--- src/rtl/spq_pkg.sv ---
// spq_pkg: shared types and constants for the stable max-priority queue.
// No dependencies; every other file in rtl imports it.
package spq_pkg;

	localparam int CAPACITY = 64;
	localparam int TAG_BITS = 16;
	localparam int PRIO_W   = 32;
	localparam int IN_TAG_W = 16;
	localparam int OCC_W    = 7;
	localparam int CNT_W    = $clog2(CAPACITY + 1);

	typedef enum logic {
		ACT_INSERT = 1'b0,
		ACT_POP    = 1'b1
	} action_t;

	typedef enum logic [1:0] {
		ST_INSERTED = 2'd0,
		ST_POPPED   = 2'd1,
		ST_FULL     = 2'd2,
		ST_EMPTY    = 2'd3
	} status_t;

	typedef struct packed {
		action_t                   action;
		logic signed [PRIO_W-1:0]  priority_req;
		logic [IN_TAG_W-1:0]       tag;
	} in_item_t;

	typedef struct packed {
		status_t                   status;
		logic [IN_TAG_W-1:0]       out_tag;
		logic signed [PRIO_W-1:0]  out_priority;
		logic [OCC_W-1:0]          occupancy;
	} out_item_t;

	typedef struct packed {
		logic signed [PRIO_W-1:0]  prio;
		logic [TAG_BITS-1:0]       tag;
	} entry_t;

	typedef struct packed {
		logic   ins;
		logic   pop;
		entry_t fresh;
	} cell_ctl_t;

endpackage

--- src/rtl/spq_cell.sv ---
// spq_cell: one slot of the sorted shift chain; holds one entry and decides
// each cycle whether to hold, take the new entry, or take a neighbor's entry.
// Depends on spq_pkg.
module spq_cell import spq_pkg::*; (
	input  logic      clk,
	input  cell_ctl_t ctl,
	input  logic      occupied,
	input  logic      prev_keep,
	input  entry_t    prev_e,
	input  entry_t    next_e,
	output entry_t    e,
	output logic      keep
);

	entry_t e_q;

	assign e    = e_q;
	assign keep = occupied && (e_q.prio >= ctl.fresh.prio);

	always_ff @(posedge clk) begin
		priority if (ctl.pop) begin
			e_q <= next_e;
		end else if (ctl.ins) begin
			if (!prev_keep) begin
				e_q <= prev_e;
			end else if (!keep) begin
				e_q <= ctl.fresh;
			end
		end else begin
			e_q <= e_q;
		end
	end

endmodule

--- config.mk ---
export PLATFORM = sky130hd
export DESIGN_NAME = spq_cell
export DESIGN_NICKNAME = d
export VERILOG_FILES = /design/src/rtl/spq_pkg.sv /design/src/rtl/spq_cell.sv
export SDC_FILE = /design/constraint.sdc
export NUM_CORES = 1
export LEC_CHECK = 0
export BUFFER_PORTS_ARGS = -buffer_cell sky130_fd_sc_hd__buf_2
export CAP_MARGIN = 10
export CORE_ASPECT_RATIO = 2
export CORE_UTILIZATION = 40
export DETAILED_ROUTE_END_ITERATION = 12
export PLACE_DENSITY = 0.75
export SLEW_MARGIN = 0
export SYNTH_ARGS = -nofsm -noshare
export SYNTH_HDL_FRONTEND = slang
export SYNTH_SLANG_ARGS = --single-unit
--- constraint.sdc ---
create_clock -name clk -period 5.9 [get_ports clk]
set_input_delay 0.295 -clock clk [delete_from_list [all_inputs] [get_ports clk]]
set_output_delay 0.295 -clock clk [all_outputs]
set_load 0.02 [all_outputs]
==> results.sh <==
export IMPL_status="completed"
export IMPL_post_cts_resized=0
export IMPL_slowest_delay_ps=480
export IMPL_die_w_um=65.9
export IMPL_dr_pass1_iters=4
export IMPL_grt_max_degree=81
export IMPL_cts_setup_buffers=0
export IMPL_fin_crit_ps=3110
export IMPL_grt_antenna_before_repair=0
export IMPL_largest_reg_flops=48
export IMPL_path_cells="inv_1 -> ha_1 -> nand2b_4 -> a2111o_1 -> a311oi_2 -> o21ai_1 -> a41o_1 -> o21ba_2 -> buf_4"
export IMPL_path_clk_slew_ps=60
export IMPL_synth_top_cell_by_area="edfxtp_1"
export IMPL_cts_tree="yes"
export IMPL_via_count=3079
export IMPL_htree_levels=2
export IMPL_start_util_pct=41.1
export IMPL_die_area_mm2=0.00855
export IMPL_ios=198
export IMPL_comb_power_share_pct=29.4
export IMPL_grt_pass1_vias=3133
export IMPL_insertion_delay_ps=290
export IMPL_wl_per_cell_um=14.3
export IMPL_cts_made_buffers=5
export IMPL_grt_pass1_wl_um=13400
export IMPL_synth_yosys_seq_area_share_pct=44.1
export IMPL_synth_area_leaders="edfxtp_1 (44%), mux2i_1 (15%), ha_1 (12%)"
export IMPL_hold_violations=0
export IMPL_power_share_switching_pct=30.6
export IMPL_yosys_most_used_dff="edfxtp_1"
export IMPL_p_per_area_mw_per_mm2=228
export IMPL_max_freq_mhz=322
export IMPL_finalSetupViolCount=0
export IMPL_cts_sinks=48
export IMPL_drv_cap=0
export IMPL_core_area_mm2=0.00794
export IMPL_switching_power_w=0.000311
export IMPL_nNetsFinal=699
export IMPL_path_max_fanout=35
export IMPL_ys_types=29
export IMPL_synthToLayoutAreaGrowth_pct=36.5
export IMPL_rsz0062_at_grt="no"
export IMPL_clock_skew_ps=4.48
export IMPL_worst_setup_path_end_kind="flop"
export IMPL_worstHoldPathType="in2reg"
export IMPL_syn_nets=509
export IMPL_yosys_warnings=0
export IMPL_max_slew_worst_pin_slew_ps=815
export IMPL_die_y_um=130
export IMPL_cts_hold_buffers=0
export IMPL_p_seq_share_pct=43.7
export IMPL_synth_edf_count=48
export IMPL_netlist_area_mm2=0.00327
export IMPL_ys_ff_latch=48
export IMPL_grt_overflow=0
export IMPL_groute_usage_overall_pct=20.6
export IMPL_critPathRequiredTime_ps=5830
export IMPL_p_int_w=0.000704
export IMPL_crit_type="reg2reg"
export IMPL_rows=46
export IMPL_synth_avg_cell_area_um2=9.96
export IMPL_detailed_place_hpwl_um=7160
export IMPL_slowest_stage="buf_4"
export IMPL_slew_headroom_pct=45.7
export IMPL_synthCells=328
export IMPL_startpoint_type="flop"
export IMPL_fin_crit_sh_pct=52.7
export IMPL_root_buffer="clkbuf_16"
export IMPL_antenna_left=0
export IMPL_cts_buffer_depth=2
export IMPL_async_reset_ff_share_pct=0
export IMPL_p_leak_nw=2.33
export IMPL_antennaDiodeCount=0
export IMPL_gp_congestion=0.831
export IMPL_tns_ps=0
export IMPL_finalPower_w=0.00102
export IMPL_clock_power_share_pct=26.9
export IMPL_routed_wl_um=8790
export IMPL_drc=0
export IMPL_vias_per_cell=5.01
export IMPL_drt_iter0_markers=88
export IMPL_synth_top_cell_area_share_pct=44.1
export IMPL_ir_worst_vdd_mv=0.176
export IMPL_numPortBuffers=197
export IMPL_drive_gt1_share_pct=40.5
export IMPL_critPathArrivalTime_ps=3040
export IMPL_slew_viol_final=0
==> cell usage after synthesis (3+ instances only) <==
master / n
nand2_1: 57
o21ai_0: 52
edfxtp_1: 48
mux2i_1: 48
ha_1: 32
inv_1: 32
clkbuf_1: 13
a21oi_1: 12
nand4_1: 5
nor2_1: 4
buf_2: 3
==> worst paths after layout <==
path | startpoint | endpoint | slack (ps) | cells after the start
hold reg to reg | e[47] | e[47] | 1220 | 3
setup reg to reg | e[16] | e[21] | 2790 | 9
hold / removal | next_e[15] | e[15] | 280 | 3
setup / recovery | e[16] | e[21] | 2790 | 9
==> metrics by stage <==
| stage | utilization, % | worst slack, ps | hold WS, ps | instances | area (um2) |
|---|---|---|---|---|---|
| finish | 56.1 | 2790 | 283 | 615 | 4460 |
| global route | 56.1 | 2630 | 281 | 615 | 4460 |
| CTS | 56.1 | 2760 | 275 | 615 | 4460 |
| detailed placement | 54.4 | 2750 | 578 | 607 | 4320 |
| global placement | 54.4 | 2820 | 574 | 607 | 4320 |
| floorplan | - | 2430 | 482 | 328 | 3270 |
==> cells in the final DEF, fill, tap and decap left out, drive strengths merged, types with 2 or more instances in the layout <==
master	n
nand2	57
nand3	2
ha	32
mux2i	48
nand4	5
nor2	4
edfxtp	48
inv	32
clkinv	3
nor3	2
buf	200
a21oi	12
clkbuf	5
o21ai	53
a21boi	2
o211ai	2
==> critical path, delay by kind of cell, from the launching register on <==
kind            cells  cell delay (ps)
buf+inv             2              550
flops               1              390
simple gates        1              140
fa+ha+maj           1              220
compound gates      5             1420
==> power groups by stage <==
stage | Clock [W] | Sequential (W) | Combinational, W
2_1_floorplan | 0 | 0.000501 | 0.000124
3_3_place_gp | 0 | 0.000449 | 0.000294
3_5_place_dp | 0 | 0.000451 | 0.000302
4_1_cts | 0.000282 | 0.000444 | 0.000304
5_1_grt | 0.000293 | 0.000449 | 0.000332
6_report | 0.000273 | 0.000444 | 0.000299
==> cell families after synthesis <==
| group | share of synthesized area, % |
|---|---|
| flops | 44.1 |
| compound gates | 12.8 |
| simple gates | 9.88 |
| xor+xnor | 0.268 |
| mux | 14.7 |
| fa+ha+maj | 12.3 |
| buf+inv | 5.97 |
==> routing by layer <==
| layer | vias to the layer above | global-route usage [%] | wire length [um] |
|---|---|---|---|
| met1 | 1380 | 21.3 | 3170 |
| met5 | - | 0 | 0 |
| met3 | 24 | 3.41 | 441 |
| met4 | 0 | 12.7 | 373 |
| met2 | 125 | 37.5 | 4800 |
| li1 | 1550 | - | - |
==> area by class of cell <==
type | count | area, um2
flip-flops and latches | 48 | 1440
multi-input cells | 231 | 1630
clock buffers | 5 | 125
well taps | 96 | 120
repair buffers | 200 | 1010
clock inverters | 3 | 13.8
fillers | 737 | 3480
inverters | 32 | 120
Power figures use the tool's default switching activity.
